### src/fmtf_pkg.sv
// Shared types, sizes and helpers for the move-to-front queue.
package fmtf_pkg;

    localparam int DEPTH         = 16;
    localparam int DATA_W        = 32;
    localparam int ADDR_W        = (DEPTH > 1) ? $clog2(DEPTH) : 1;
    localparam int CNT_W         = $clog2(DEPTH + 1);
    localparam int COUNT_FIELD_W = 5;

    typedef logic signed [DATA_W-1:0] data_t;
    typedef logic [ADDR_W-1:0]        addr_t;
    typedef logic [CNT_W-1:0]         cnt_t;

    typedef enum logic [1:0] {
        CMD_ENQ = 2'd0,
        CMD_DEQ = 2'd1,
        CMD_MTF = 2'd2
    } cmd_t;

    typedef enum logic [1:0] {
        ST_OK    = 2'd0,
        ST_EMPTY = 2'd1,
        ST_FULL  = 2'd2
    } status_t;

    typedef enum logic [2:0] {
        S_IDLE,
        S_DISPATCH,
        S_DEQ_WAIT,
        S_SEARCH,
        S_SHIFT,
        S_PLACE,
        S_FINISH
    } state_t;

    // Write port of the entry store.
    typedef struct packed {
        logic  en;
        addr_t addr;
        data_t data;
    } wr_t;

    // One result word, before packing onto the stream.
    typedef struct packed {
        data_t                    front_value;
        logic                     is_empty;
        logic [COUNT_FIELD_W-1:0] entry_count;
        logic                     key_found;
        status_t                  status;
    } res_t;

    // Ring address: base plus offset, both below DEPTH, folded back once.
    function automatic addr_t wrap_addr(addr_t base, addr_t offset);
        logic [ADDR_W:0] sum;
        sum = {1'b0, base} + {1'b0, offset};
        if (sum >= (ADDR_W + 1)'(DEPTH))
        begin
            sum = sum - (ADDR_W + 1)'(DEPTH);
        end
        return sum[ADDR_W-1:0];
    endfunction

    // The count as reported: its low five bits.
    function automatic logic [COUNT_FIELD_W-1:0] count_field(cnt_t c);
        logic [CNT_W+COUNT_FIELD_W-1:0] wide;
        wide = {{COUNT_FIELD_W{1'b0}}, c};
        return wide[COUNT_FIELD_W-1:0];
    endfunction

endpackage

### src/fmtf_ram.sv
// Generic single-write, single-read RAM with a registered read port.
module fmtf_ram #(
    parameter int WIDTH = 32,
    parameter int DEPTH = 16
) (
    input  logic                                    clk,
    input  logic                                    we,
    input  logic [((DEPTH > 1) ? $clog2(DEPTH) : 1)-1:0] waddr,
    input  logic [WIDTH-1:0]                        wdata,
    input  logic [((DEPTH > 1) ? $clog2(DEPTH) : 1)-1:0] raddr,
    output logic [WIDTH-1:0]                        rdata
);

    logic [WIDTH-1:0] mem [DEPTH];
    logic [WIDTH-1:0] rdata_reg;

    always_ff @(posedge clk)
    begin
        if (we)
        begin
            mem[waddr] <= wdata;
        end
        rdata_reg <= mem[raddr];
    end

    assign rdata = rdata_reg;

endmodule

### src/fmtf_seq.sv
// Sequencer and shared compare unit that run one command over the ring store.
module fmtf_seq (
    input  logic                  clk,
    input  logic                  rst_n,
    input  logic                  in_valid,
    input  fmtf_pkg::cmd_t        in_cmd,
    input  fmtf_pkg::data_t       in_key,
    output logic                  in_ready,
    input  logic                  out_free,
    output logic                  res_valid,
    output fmtf_pkg::res_t        res,
    output fmtf_pkg::wr_t         ram_wr,
    output fmtf_pkg::addr_t       ram_raddr,
    input  fmtf_pkg::data_t       ram_rdata
);

    fmtf_pkg::state_t  state_reg,  state_next;
    fmtf_pkg::addr_t   head_reg,   head_next;
    fmtf_pkg::cnt_t    count_reg,  count_next;
    fmtf_pkg::data_t   front_reg,  front_next;
    fmtf_pkg::cmd_t    cmd_reg,    cmd_next;
    fmtf_pkg::data_t   key_reg,    key_next;
    fmtf_pkg::addr_t   pos_reg,    pos_next;
    logic              found_reg,  found_next;
    fmtf_pkg::status_t status_reg, status_next;

    logic key_match;
    logic search_last;

    // The one comparator, fed by the entry read in the previous cycle.
    assign key_match   = (ram_rdata == key_reg);
    assign search_last = ((fmtf_pkg::CNT_W)'(pos_reg) + (fmtf_pkg::CNT_W)'(1)) >= count_reg;

    always_ff @(posedge clk or negedge rst_n)
    begin
        if (!rst_n)
        begin
            state_reg <= fmtf_pkg::S_IDLE;
            head_reg  <= '0;
            count_reg <= '0;
        end
        else
        begin
            state_reg <= state_next;
            head_reg  <= head_next;
            count_reg <= count_next;
        end
    end

    always_ff @(posedge clk)
    begin
        front_reg  <= front_next;
        cmd_reg    <= cmd_next;
        key_reg    <= key_next;
        pos_reg    <= pos_next;
        found_reg  <= found_next;
        status_reg <= status_next;
    end

    // Next state.
    always_comb
    begin
        state_next = state_reg;
        unique case (state_reg)
            fmtf_pkg::S_IDLE:
            begin
                if (in_valid)
                begin
                    state_next = fmtf_pkg::S_DISPATCH;
                end
            end
            fmtf_pkg::S_DISPATCH:
            begin
                unique case (cmd_reg)
                    fmtf_pkg::CMD_ENQ: state_next = fmtf_pkg::S_FINISH;
                    fmtf_pkg::CMD_DEQ:
                    begin
                        state_next = (count_reg > (fmtf_pkg::CNT_W)'(1))
                                     ? fmtf_pkg::S_DEQ_WAIT : fmtf_pkg::S_FINISH;
                    end
                    fmtf_pkg::CMD_MTF:
                    begin
                        state_next = (count_reg >= (fmtf_pkg::CNT_W)'(2))
                                     ? fmtf_pkg::S_SEARCH : fmtf_pkg::S_FINISH;
                    end
                    default: state_next = fmtf_pkg::S_FINISH;
                endcase
            end
            fmtf_pkg::S_DEQ_WAIT: state_next = fmtf_pkg::S_FINISH;
            fmtf_pkg::S_SEARCH:
            begin
                priority if (key_match)
                begin
                    state_next = fmtf_pkg::S_SHIFT;
                end
                else if (search_last)
                begin
                    state_next = fmtf_pkg::S_FINISH;
                end
                else
                begin
                    state_next = fmtf_pkg::S_SEARCH;
                end
            end
            fmtf_pkg::S_SHIFT:
            begin
                if (pos_reg == (fmtf_pkg::ADDR_W)'(1))
                begin
                    state_next = fmtf_pkg::S_PLACE;
                end
            end
            fmtf_pkg::S_PLACE: state_next = fmtf_pkg::S_FINISH;
            fmtf_pkg::S_FINISH:
            begin
                if (out_free)
                begin
                    state_next = fmtf_pkg::S_IDLE;
                end
            end
            default: state_next = fmtf_pkg::S_IDLE;
        endcase
    end

    // Datapath, store port and pointer updates.
    always_comb
    begin
        head_next   = head_reg;
        count_next  = count_reg;
        front_next  = front_reg;
        cmd_next    = cmd_reg;
        key_next    = key_reg;
        pos_next    = pos_reg;
        found_next  = found_reg;
        status_next = status_reg;
        ram_wr      = '0;
        ram_raddr   = fmtf_pkg::wrap_addr(head_reg, (fmtf_pkg::ADDR_W)'(1));

        unique case (state_reg)
            fmtf_pkg::S_IDLE:
            begin
                if (in_valid)
                begin
                    cmd_next    = in_cmd;
                    key_next    = in_key;
                    found_next  = 1'b0;
                    status_next = fmtf_pkg::ST_OK;
                end
            end
            fmtf_pkg::S_DISPATCH:
            begin
                unique case (cmd_reg)
                    fmtf_pkg::CMD_ENQ:
                    begin
                        if (count_reg == (fmtf_pkg::CNT_W)'(fmtf_pkg::DEPTH))
                        begin
                            status_next = fmtf_pkg::ST_FULL;
                        end
                        else
                        begin
                            ram_wr.en   = 1'b1;
                            ram_wr.addr = fmtf_pkg::wrap_addr(head_reg,
                                              (fmtf_pkg::ADDR_W)'(count_reg));
                            ram_wr.data = key_reg;
                            count_next  = count_reg + (fmtf_pkg::CNT_W)'(1);
                            if (count_reg == '0)
                            begin
                                front_next = key_reg;
                            end
                        end
                    end
                    fmtf_pkg::CMD_DEQ:
                    begin
                        if (count_reg == '0)
                        begin
                            status_next = fmtf_pkg::ST_EMPTY;
                        end
                        else
                        begin
                            // The second entry becomes the front; it is read here.
                            count_next = count_reg - (fmtf_pkg::CNT_W)'(1);
                            head_next  = fmtf_pkg::wrap_addr(head_reg,
                                             (fmtf_pkg::ADDR_W)'(1));
                        end
                    end
                    fmtf_pkg::CMD_MTF:
                    begin
                        pos_next = (fmtf_pkg::ADDR_W)'(1);
                    end
                    default:
                    begin
                        status_next = fmtf_pkg::ST_OK;
                    end
                endcase
            end
            fmtf_pkg::S_DEQ_WAIT:
            begin
                front_next = ram_rdata;
            end
            fmtf_pkg::S_SEARCH:
            begin
                if (key_match)
                begin
                    // Start the shift with the entry just ahead of the match.
                    ram_raddr = fmtf_pkg::wrap_addr(head_reg,
                                    pos_reg - (fmtf_pkg::ADDR_W)'(1));
                end
                else
                begin
                    ram_raddr = fmtf_pkg::wrap_addr(head_reg,
                                    pos_reg + (fmtf_pkg::ADDR_W)'(1));
                    if (!search_last)
                    begin
                        pos_next = pos_reg + (fmtf_pkg::ADDR_W)'(1);
                    end
                end
            end
            fmtf_pkg::S_SHIFT:
            begin
                ram_wr.en   = 1'b1;
                ram_wr.addr = fmtf_pkg::wrap_addr(head_reg, pos_reg);
                ram_wr.data = ram_rdata;
                ram_raddr   = fmtf_pkg::wrap_addr(head_reg,
                                  pos_reg - (fmtf_pkg::ADDR_W)'(2));
                pos_next    = pos_reg - (fmtf_pkg::ADDR_W)'(1);
            end
            fmtf_pkg::S_PLACE:
            begin
                ram_wr.en   = 1'b1;
                ram_wr.addr = head_reg;
                ram_wr.data = key_reg;
                front_next  = key_reg;
                found_next  = 1'b1;
            end
            fmtf_pkg::S_FINISH:
            begin
                found_next = found_reg;
            end
            default:
            begin
                found_next = found_reg;
            end
        endcase
    end

    // Handshake and result outputs.
    always_comb
    begin
        in_ready        = (state_reg == fmtf_pkg::S_IDLE);
        res_valid       = (state_reg == fmtf_pkg::S_FINISH);
        res.front_value = (count_reg != '0) ? front_reg : '0;
        res.is_empty    = (count_reg == '0);
        res.entry_count = fmtf_pkg::count_field(count_reg);
        res.key_found   = found_reg;
        res.status      = status_reg;
    end

endmodule

### src/fifo_with_move_to_front.sv
// Top level of the bounded queue with a move-to-front search.
//
//  Channel   Direction  tdata / tuser contents (lowest bit first)
//  s_axis    in         tdata: value[31:0]; tuser: command[1:0]
//  m_axis    out        tdata: front_value[31:0], is_empty[32], entry_count[37:33],
//                              key_found[38], status[40:39], zero[47:41]
//
// One command word is worked at a time. The sequencer holds the entries in a
// ring memory with one write and one registered read port, and a single
// comparator checks one stored entry per cycle. Each command is registered on
// acceptance and dispatched; a dequeue that leaves entries behind then reads
// its new front, and a move to front searches from the second entry on. On a
// match the entries ahead of it shift back by one, and the key is written at
// the front. The result is then offered until the output register is free.
// The input is ready again the cycle after the result is loaded, even while
// that result still waits in the output register. Reset empties the queue at
// once; the stored entries are not cleared, as empty slots are never used.
module fifo_with_move_to_front (
    input  logic        clk,
    input  logic        rst_n,
    input  logic        s_axis_tvalid,
    output logic        s_axis_tready,
    input  logic [31:0] s_axis_tdata,   // value[31:0]
    input  logic [1:0]  s_axis_tuser,   // command[1:0]
    output logic        m_axis_tvalid,
    input  logic        m_axis_tready,
    output logic [47:0] m_axis_tdata    // front_value, is_empty, entry_count,
                                        // key_found, status, zero fill
);

    fmtf_pkg::wr_t   ram_wr;
    fmtf_pkg::addr_t ram_raddr;
    fmtf_pkg::data_t ram_rdata;
    fmtf_pkg::res_t  res;
    logic            res_valid;
    logic            out_free;
    logic            m_valid_reg;
    logic            m_valid_next;
    fmtf_pkg::res_t  res_reg;

    // The output register frees up as soon as the word it holds is taken.
    assign out_free = !m_valid_reg || m_axis_tready;

    fmtf_ram #(
        .WIDTH (fmtf_pkg::DATA_W),
        .DEPTH (fmtf_pkg::DEPTH)
    ) u_store (
        .clk   (clk),
        .we    (ram_wr.en),
        .waddr (ram_wr.addr),
        .wdata (ram_wr.data),
        .raddr (ram_raddr),
        .rdata (ram_rdata)
    );

    fmtf_seq u_seq (
        .clk       (clk),
        .rst_n     (rst_n),
        .in_valid  (s_axis_tvalid),
        .in_cmd    (fmtf_pkg::cmd_t'(s_axis_tuser)),
        .in_key    (fmtf_pkg::data_t'(s_axis_tdata)),
        .in_ready  (s_axis_tready),
        .out_free  (out_free),
        .res_valid (res_valid),
        .res       (res),
        .ram_wr    (ram_wr),
        .ram_raddr (ram_raddr),
        .ram_rdata (ram_rdata)
    );

    // The sequencer only leaves its finish state when out_free is high, so a
    // result offered here is always loaded.
    always_comb
    begin
        m_valid_next = m_valid_reg;
        priority if (res_valid && out_free)
        begin
            m_valid_next = 1'b1;
        end
        else if (m_axis_tready)
        begin
            m_valid_next = 1'b0;
        end
        else
        begin
            m_valid_next = m_valid_reg;
        end
    end

    always_ff @(posedge clk or negedge rst_n)
    begin
        if (!rst_n)
        begin
            m_valid_reg <= 1'b0;
        end
        else
        begin
            m_valid_reg <= m_valid_next;
        end
    end

    always_ff @(posedge clk)
    begin
        if (res_valid && out_free)
        begin
            res_reg <= res;
        end
    end

    assign m_axis_tvalid = m_valid_reg;
    assign m_axis_tdata  = {7'b0, res_reg.status, res_reg.key_found,
                            res_reg.entry_count, res_reg.is_empty,
                            res_reg.front_value};

endmodule

### config.mk
export PLATFORM = sky130hd
export DESIGN_NAME = fifo_with_move_to_front
export DESIGN_NICKNAME = d
export VERILOG_FILES = /design/src/fmtf_pkg.sv /design/src/fmtf_ram.sv /design/src/fmtf_seq.sv /design/src/fifo_with_move_to_front.sv
export SDC_FILE = /design/constraint.sdc
export NUM_CORES = 1
export LEC_CHECK = 0
export BUFFER_PORTS_ARGS = -buffer_cell sky130_fd_sc_hd__buf_2
export CORE_MARGIN = 3
export CORE_UTILIZATION = 55
export CTS_CLUSTER_DIAMETER = 50
export DETAILED_ROUTE_END_ITERATION = 8
export GPL_ROUTABILITY_DRIVEN = 0
export MAX_ROUTING_LAYER = met4
export PLACE_DENSITY = 0.73
export SLEW_MARGIN = 15
export SYNTH_ARGS = -nofsm -noshare
export SYNTH_HDL_FRONTEND = slang
export SYNTH_SLANG_ARGS = --single-unit
### constraint.sdc
create_clock -name clk -period 6.3 [get_ports clk]
set_input_delay 0.63 -clock clk [delete_from_list [all_inputs] [get_ports clk]]
set_output_delay 0.63 -clock clk [all_outputs]
set_load 0.03 [all_outputs]
## After elaboration in Yosys (flattened, before gate mapping)

Memory sizes are Yosys's and may differ from the RTL's. A register that Yosys moved wholly into a read port is not among the register bits.
Index checks and enable logic that the tools add are counted.

| cells by class | value |
|---|---|
| $add $sub $neg | 18 |
| magnitude comparators | 9 |
| eq/ne operators | 25 |
| muxes and demuxes | 42 |
| bitwise gates (word level) | 1 |
| reduce and logical (&&, ||, !) cells | 22 |

Operators by type and width:

| operator | count |
|---|---|
| one-hot mux 37 bit (3 select lines) | 1 |
| two-way mux 32 bit | 3 |
| one-hot mux 32 bit (3 select lines) | 1 |
| two-way mux 37 bit | 2 |
| two-way mux 4 bit | 10 |
| equality test 32 bit | 1 |
| greater-or-equal comparator 5 bit, second input constant | 6 |
| subtractor 4 x 1 -> 4 bit, second input constant | 7 |
| adder 4 x 4 -> 5 bit | 5 |
| two-way mux 3 bit | 7 |
| inequality test 2 bit, second input constant | 10 |
| one-hot mux 3 bit (6 select lines) | 1 |
| one-hot mux 4 bit (3 select lines) | 1 |
| AND reduction 4 bit | 3 |
| adder 4 x 1 -> 5 bit, second input constant | 2 |
| two-way mux 5 bit | 2 |
| one-hot mux 5 bit (2 select lines) | 1 |
| equality test 3 bit, second input constant | 3 |
| one-hot mux 4 bit (2 select lines) | 1 |
| nonzero test 2 bit | 4 |
| equality test 3 x 2 -> 1 bit, second input constant | 2 |
| two-way mux 2 bit | 3 |
| one-hot mux 2 bit (3 select lines) | 1 |
| one-hot mux 3 bit (2 select lines) | 1 |
| 31 further kinds | 39 |

| word-level totals | value |
|---|---|
| register bits | 127 |
| bits in writable memories | 512 |
| input bits | 38 |
| logic and storage cells | 133 |
| memories | 1 |

Memories:

| name | words | width | rd ports | clocked after Yosys merged registers in | write ports | RTL line | RTL |
|---|---|---|---|---|---|---|---|
| u_store.mem | 16 | 32 | 1 | 1 | 1 | fmtf_ram.sv:14 | `logic [WIDTH-1:0] mem [DEPTH];` |

## Depth between registers and ports, before layout

| depth | value |
|---|---|
| depth in word-level cells | 8 |
| depth in mapped cells | 21 |
| gate-level depth less buffers | 17 |

## Modules after synthesis

A second synthesis with hierarchy kept.

| second synthesis, totals | value |
|---|---|
| cells, all modules | 1336 |
| area, all modules | 26507.9 um2 |

By module, submodules not included:

| module | instances | cells each | area an instance (um2) |
|---|---|---|---|
| fmtf_ram | 1 | 838 | 19835.3 |
| fmtf_seq | 1 | 445 | 5331.4 |
| fifo_with_move_to_front | 1 | 53 | 1341.3 |

## Least setup slack after synthesis

No wires, ideal clock.

| timing path | value |
|---|---|
| path type | register -> register |
| start | register u_seq.state_reg[0] |
| end | register u_store.rdata_reg[26] (netlist: u_store.rdata[26]) (read register of u_store.mem) |
| data arrival time | 4408 ps |
| required time | 6152 ps |
| slack | 1744 ps |
| stages on the path, launching flop included | 20 |
| period minus slack after synthesis | 4556 ps |
| cells stage by stage | dfrtp_1 or3b_1 buf_6 clkinv_4 clkbuf_1 buf_1 ha_1 ha_1 inv_1 fa_1 nor3b_1 o21ai_1 nand2_2 buf_6 buf_6 mux4_2 mux2i_1 nand2_1 a21oi_1 a221oi_2 |

| between the ends | value |
|---|---|
| cells in the longest elaborated chain, start to end | 2 |

RTL lines:

| element | RTL line | RTL |
|---|---|---|
| start: declaration | fmtf_seq.sv:17 | `fmtf_pkg::state_t state_reg, state_next;` |
| start signal: assignment | fmtf_seq.sv:38 | `state_reg <= fmtf_pkg::S_IDLE;` |
| start signal: assignment | fmtf_seq.sv:44 | `state_reg <= state_next;` |
| equality test 3 bit or equality test 3 x 2 -> 1 bit (tied branches) | fmtf_seq.sv:138 | `unique case (state_reg)` |
| one-hot mux 4 bit (2 select lines) * | fmtf_seq.sv:138 |  |
| end: declaration | fmtf_ram.sv:15 | `logic [WIDTH-1:0] rdata_reg;` |

Mark *: on every way between the ends. The rest lies on a longest branch, timed or not.
A chain may end at the register's enable or synchronous reset.

## Worst setup path after layout

| timing path | value |
|---|---|
| start | register u_seq.key_reg[2] |
| end | register u_store.rdata_reg[23] (netlist: u_store.rdata[23]) (read register of u_store.mem) |

| between the ends | value |
|---|---|
| cells in the longest elaborated chain, start to end | 3 |

RTL lines:

| element | RTL line | RTL |
|---|---|---|
| start: declaration | fmtf_seq.sv:22 | `fmtf_pkg::data_t key_reg, key_next;` |
| start signal: assignment | fmtf_seq.sv:54 | `key_reg <= key_next;` |
| equality test 32 bit | fmtf_seq.sv:31 | `assign key_match = (ram_rdata == key_reg);` |
| two-way mux 4 bit | fmtf_seq.sv:201 | `if (key_match)` |
| one-hot mux 4 bit (2 select lines) | fmtf_seq.sv:138 |  |

Every way passes these cells.

==> results.json <==
{
  "outcome": "completed",
  "fin_crit_sh_pct": 91.6,
  "core_area_um2": 58500,
  "yosysWarnings": 0,
  "grt_max_degree": 254,
  "arrival_ns": 6.24,
  "stdcell_area_um2": 36500,
  "tns_ns": 0,
  "tightest_slew_ns": 1.22,
  "grt_pass1_vias": 21336,
  "synth_edf_count": 626,
  "hold_viol_final": 0,
  "synthTopCellsByCount": "626 x edfxtp_1, 258 x and3_1, 252 x a211oi_1, 133 x nand2_1, 125 x mux4_2",
  "vias": 21722,
  "routed_wirelength_um": 91600,
  "drt_iter0_markers": 2875,
  "drc_errors": 0,
  "grt_overflow": 0,
  "reg2reg_setup_slack_ns": 0.53,
  "synth_top_area_share_pct": 57.2,
  "ctsRootBufferMaster": "clkbuf_16",
  "syn_to_final_growth_pct": 11.0,
  "max_cap_violations": 0,
  "start_util_pct": 56.2,
  "min_period_ns": 5.77,
  "yosysTopAreaCell": "edfxtp_1",
  "largest_reg_flops": 512,
  "min_from": "s_axis_tdata[19]",
  "synth_most_common_cell": "edfxtp_1",
  "place.port_buffers": 80,
  "critPathKind": "reg2reg",
  "grt_pass1_wl_um": 136000,
  "die_area_um2": 62700,
  "antenna_cells": 0,
  "rr_startpoint": "u_seq.key_reg[2]",
  "yosys_most_used_dff": "edfxtp_1",
  "vias_per_cell": 7.03,
  "cp_max_fo": 26,
  "htree_levels": 3,
  "fmax_mhz": 173,
  "hp-class": "in2reg",
  "placed_area_um2": 34100,
  "rsz0062_at_grt": "no",
  "avgSynthCellArea_um2": 14.6,
  "hpwl_um": 51400,
  "cts_hold_buffers": 1,
  "setup_violations": 0,
  "cts_tree": "yes",
  "endpoint_kind": "flop",
  "routedWlPerCell_um": 29.6,
  "slew_viol_final": 0,
  "clk_latency_ns": 0.62,
  "path_clk_slew_ns": 0.06,
  "cts_buffers": 74,
  "layout.nets": 2335,
  "syn_inst": 2245,
  "maxSlewHeadroom_pct": 18.5,
  "drive_gt1_share_pct": 22.1,
  "synth_cell_types": 66,
  "antenna_found_initial": 0,
  "ios": 88,
  "postCtsSetupRepairBufs": 0,
  "synthTopCellsByArea": "edfxtp_1 57%, mux4_2 8.6%, a211oi_1 5.8%",
  "ctsResizeCount": 0,
  "dieHeight_um": 250,
  "syn_area_um2": 32900,
  "first_pass_iters": 6,
  "startpoint": "u_seq.key_reg[2]",
  "grtUsageTotal_pct": 29.9,
  "row_count": 88,
  "async_reset_ff_share_pct": 1.94,
  "final.setup_skew_ns": 0.0225,
  "largest-register": "u_store.mem",
  "ys_seq_area_share_pct": 60.1,
  "die_x_um": 250,
  "final_antenna_net_count": 0,
  "ys_ff_latch": 671,
  "clk_path_buf_depth": 3,
  "clock-sinks": 671,
  "startpoint_type": "flop",
  "worst_ep_required_time_ns": 6.77
}
-- logic make-up after synthesis --
| logic type | after synthesis | synth area share (%) |
|---|---|---|
| other | 1 | 0.0114 |
| xor gates and xnor gates | 57 | 1.56 |
| and+or+nand+nor | 532 | 8.92 |
| adders and majority gates | 33 | 1.32 |
| muxes | 257 | 12.7 |
| buffers and inverters | 224 | 3.41 |
| AOI/OAI and AO/OA | 470 | 11.9 |
| DFF | 671 | 60.1 |
-- per-layer routing --
layer | GRT usage (%) | routed length (um) | vias to the layer above
met5 | - | 0 | -
li1 | - | - | 9115
met1 | 40.0 | 35700 | 10995
met4 | 12.5 | 3630 | 0
met3 | 5.05 | 9490 | 248
met2 | 45.8 | 42700 | 1364
-- per-stage QoR --
step / setup slack [ns] / cells / hold WS, ns / utilization [%]
after global routing: 0.285 / 3091 / 0.183 / 62.4
after global placement: 0.767 / 2952 / 0.407 / 58.3
after CTS: 0.623 / 3091 / 0.169 / 62.4
after detailed placement: 0.666 / 2952 / 0.407 / 58.3
final: 0.526 / 3091 / 0.191 / 62.4
after floorplan: 1.74 / 2251 / 0.334 / -
-- cell usage in the layout, fill, tap and decap left out, types with 9 or more instances in the layout --
cell type / n
a21oi_1: 43
nand2_1: 132
nor2_4: 16
mux2i_1: 95
mux2_2: 37
buf_2: 80
dfxtp_1: 32
nor2_1: 14
clkbuf_16: 76
inv_1: 18
o21a_1: 32
clkinv_1: 9
ha_1: 30
edfxtp_1: 626
o21ai_0: 15
nor4_1: 40
nor2b_1: 35
xor2_1: 39
and3_1: 256
clkbuf_1: 18
buf_12: 14
a22o_1: 33
buf_4: 47
a211oi_1: 252
o41ai_2: 30
clkinv_2: 10
mux4_2: 125
a221oi_2: 31
dfrtp_1: 13
xnor2_1: 14
-- worst max-delay path: stages, from the launching register on --
cell and delay (ns):
edfxtp_1 0.43, xor2_1 0.21, nor4_1 0.50, nand4_1 0.23, nor2_2 0.39, xnor2_1 0.13, nor2_1 0.10, a21o_1 0.12
inv_1 0.06, fa_1 0.54, nor3b_1 0.08, o21ai_1 0.52, nand3_2 0.94, buf_4 0.48, a211oi_1 0.35, o41ai_2 0.12
o21a_1 0.15, mux2i_1 0.15, a221oi_2 0.09
-- path summary, 6_finish.rpt --
check | end | cells past startpoint
hold reg to reg | m_axis_tdata[39] | 0
setup / recovery | u_store.rdata[23] | 18
hold / removal | u_seq.key_reg[19] | 1
max in group asynchronous | u_seq.count_reg[1] | 2
setup reg to reg | u_store.rdata[23] | 18
min in group asynchronous | u_seq.state_reg[1] | 2
-- area by class of cell --
cell class | count | area (um^2)
inverters | 19 | 76.3
multi-input cells | 1356 | 12300
clock buffers | 97 | 2010
fillers | 4098 | 22000
flip-flops and latches | 671 | 19800
repair buffers | 142 | 1040
well taps | 765 | 957
clock inverters | 41 | 395
Power is left out: the tool's default activity adds up to more than one toggle a clock period on the data nets, which glitch-free logic cannot reach.
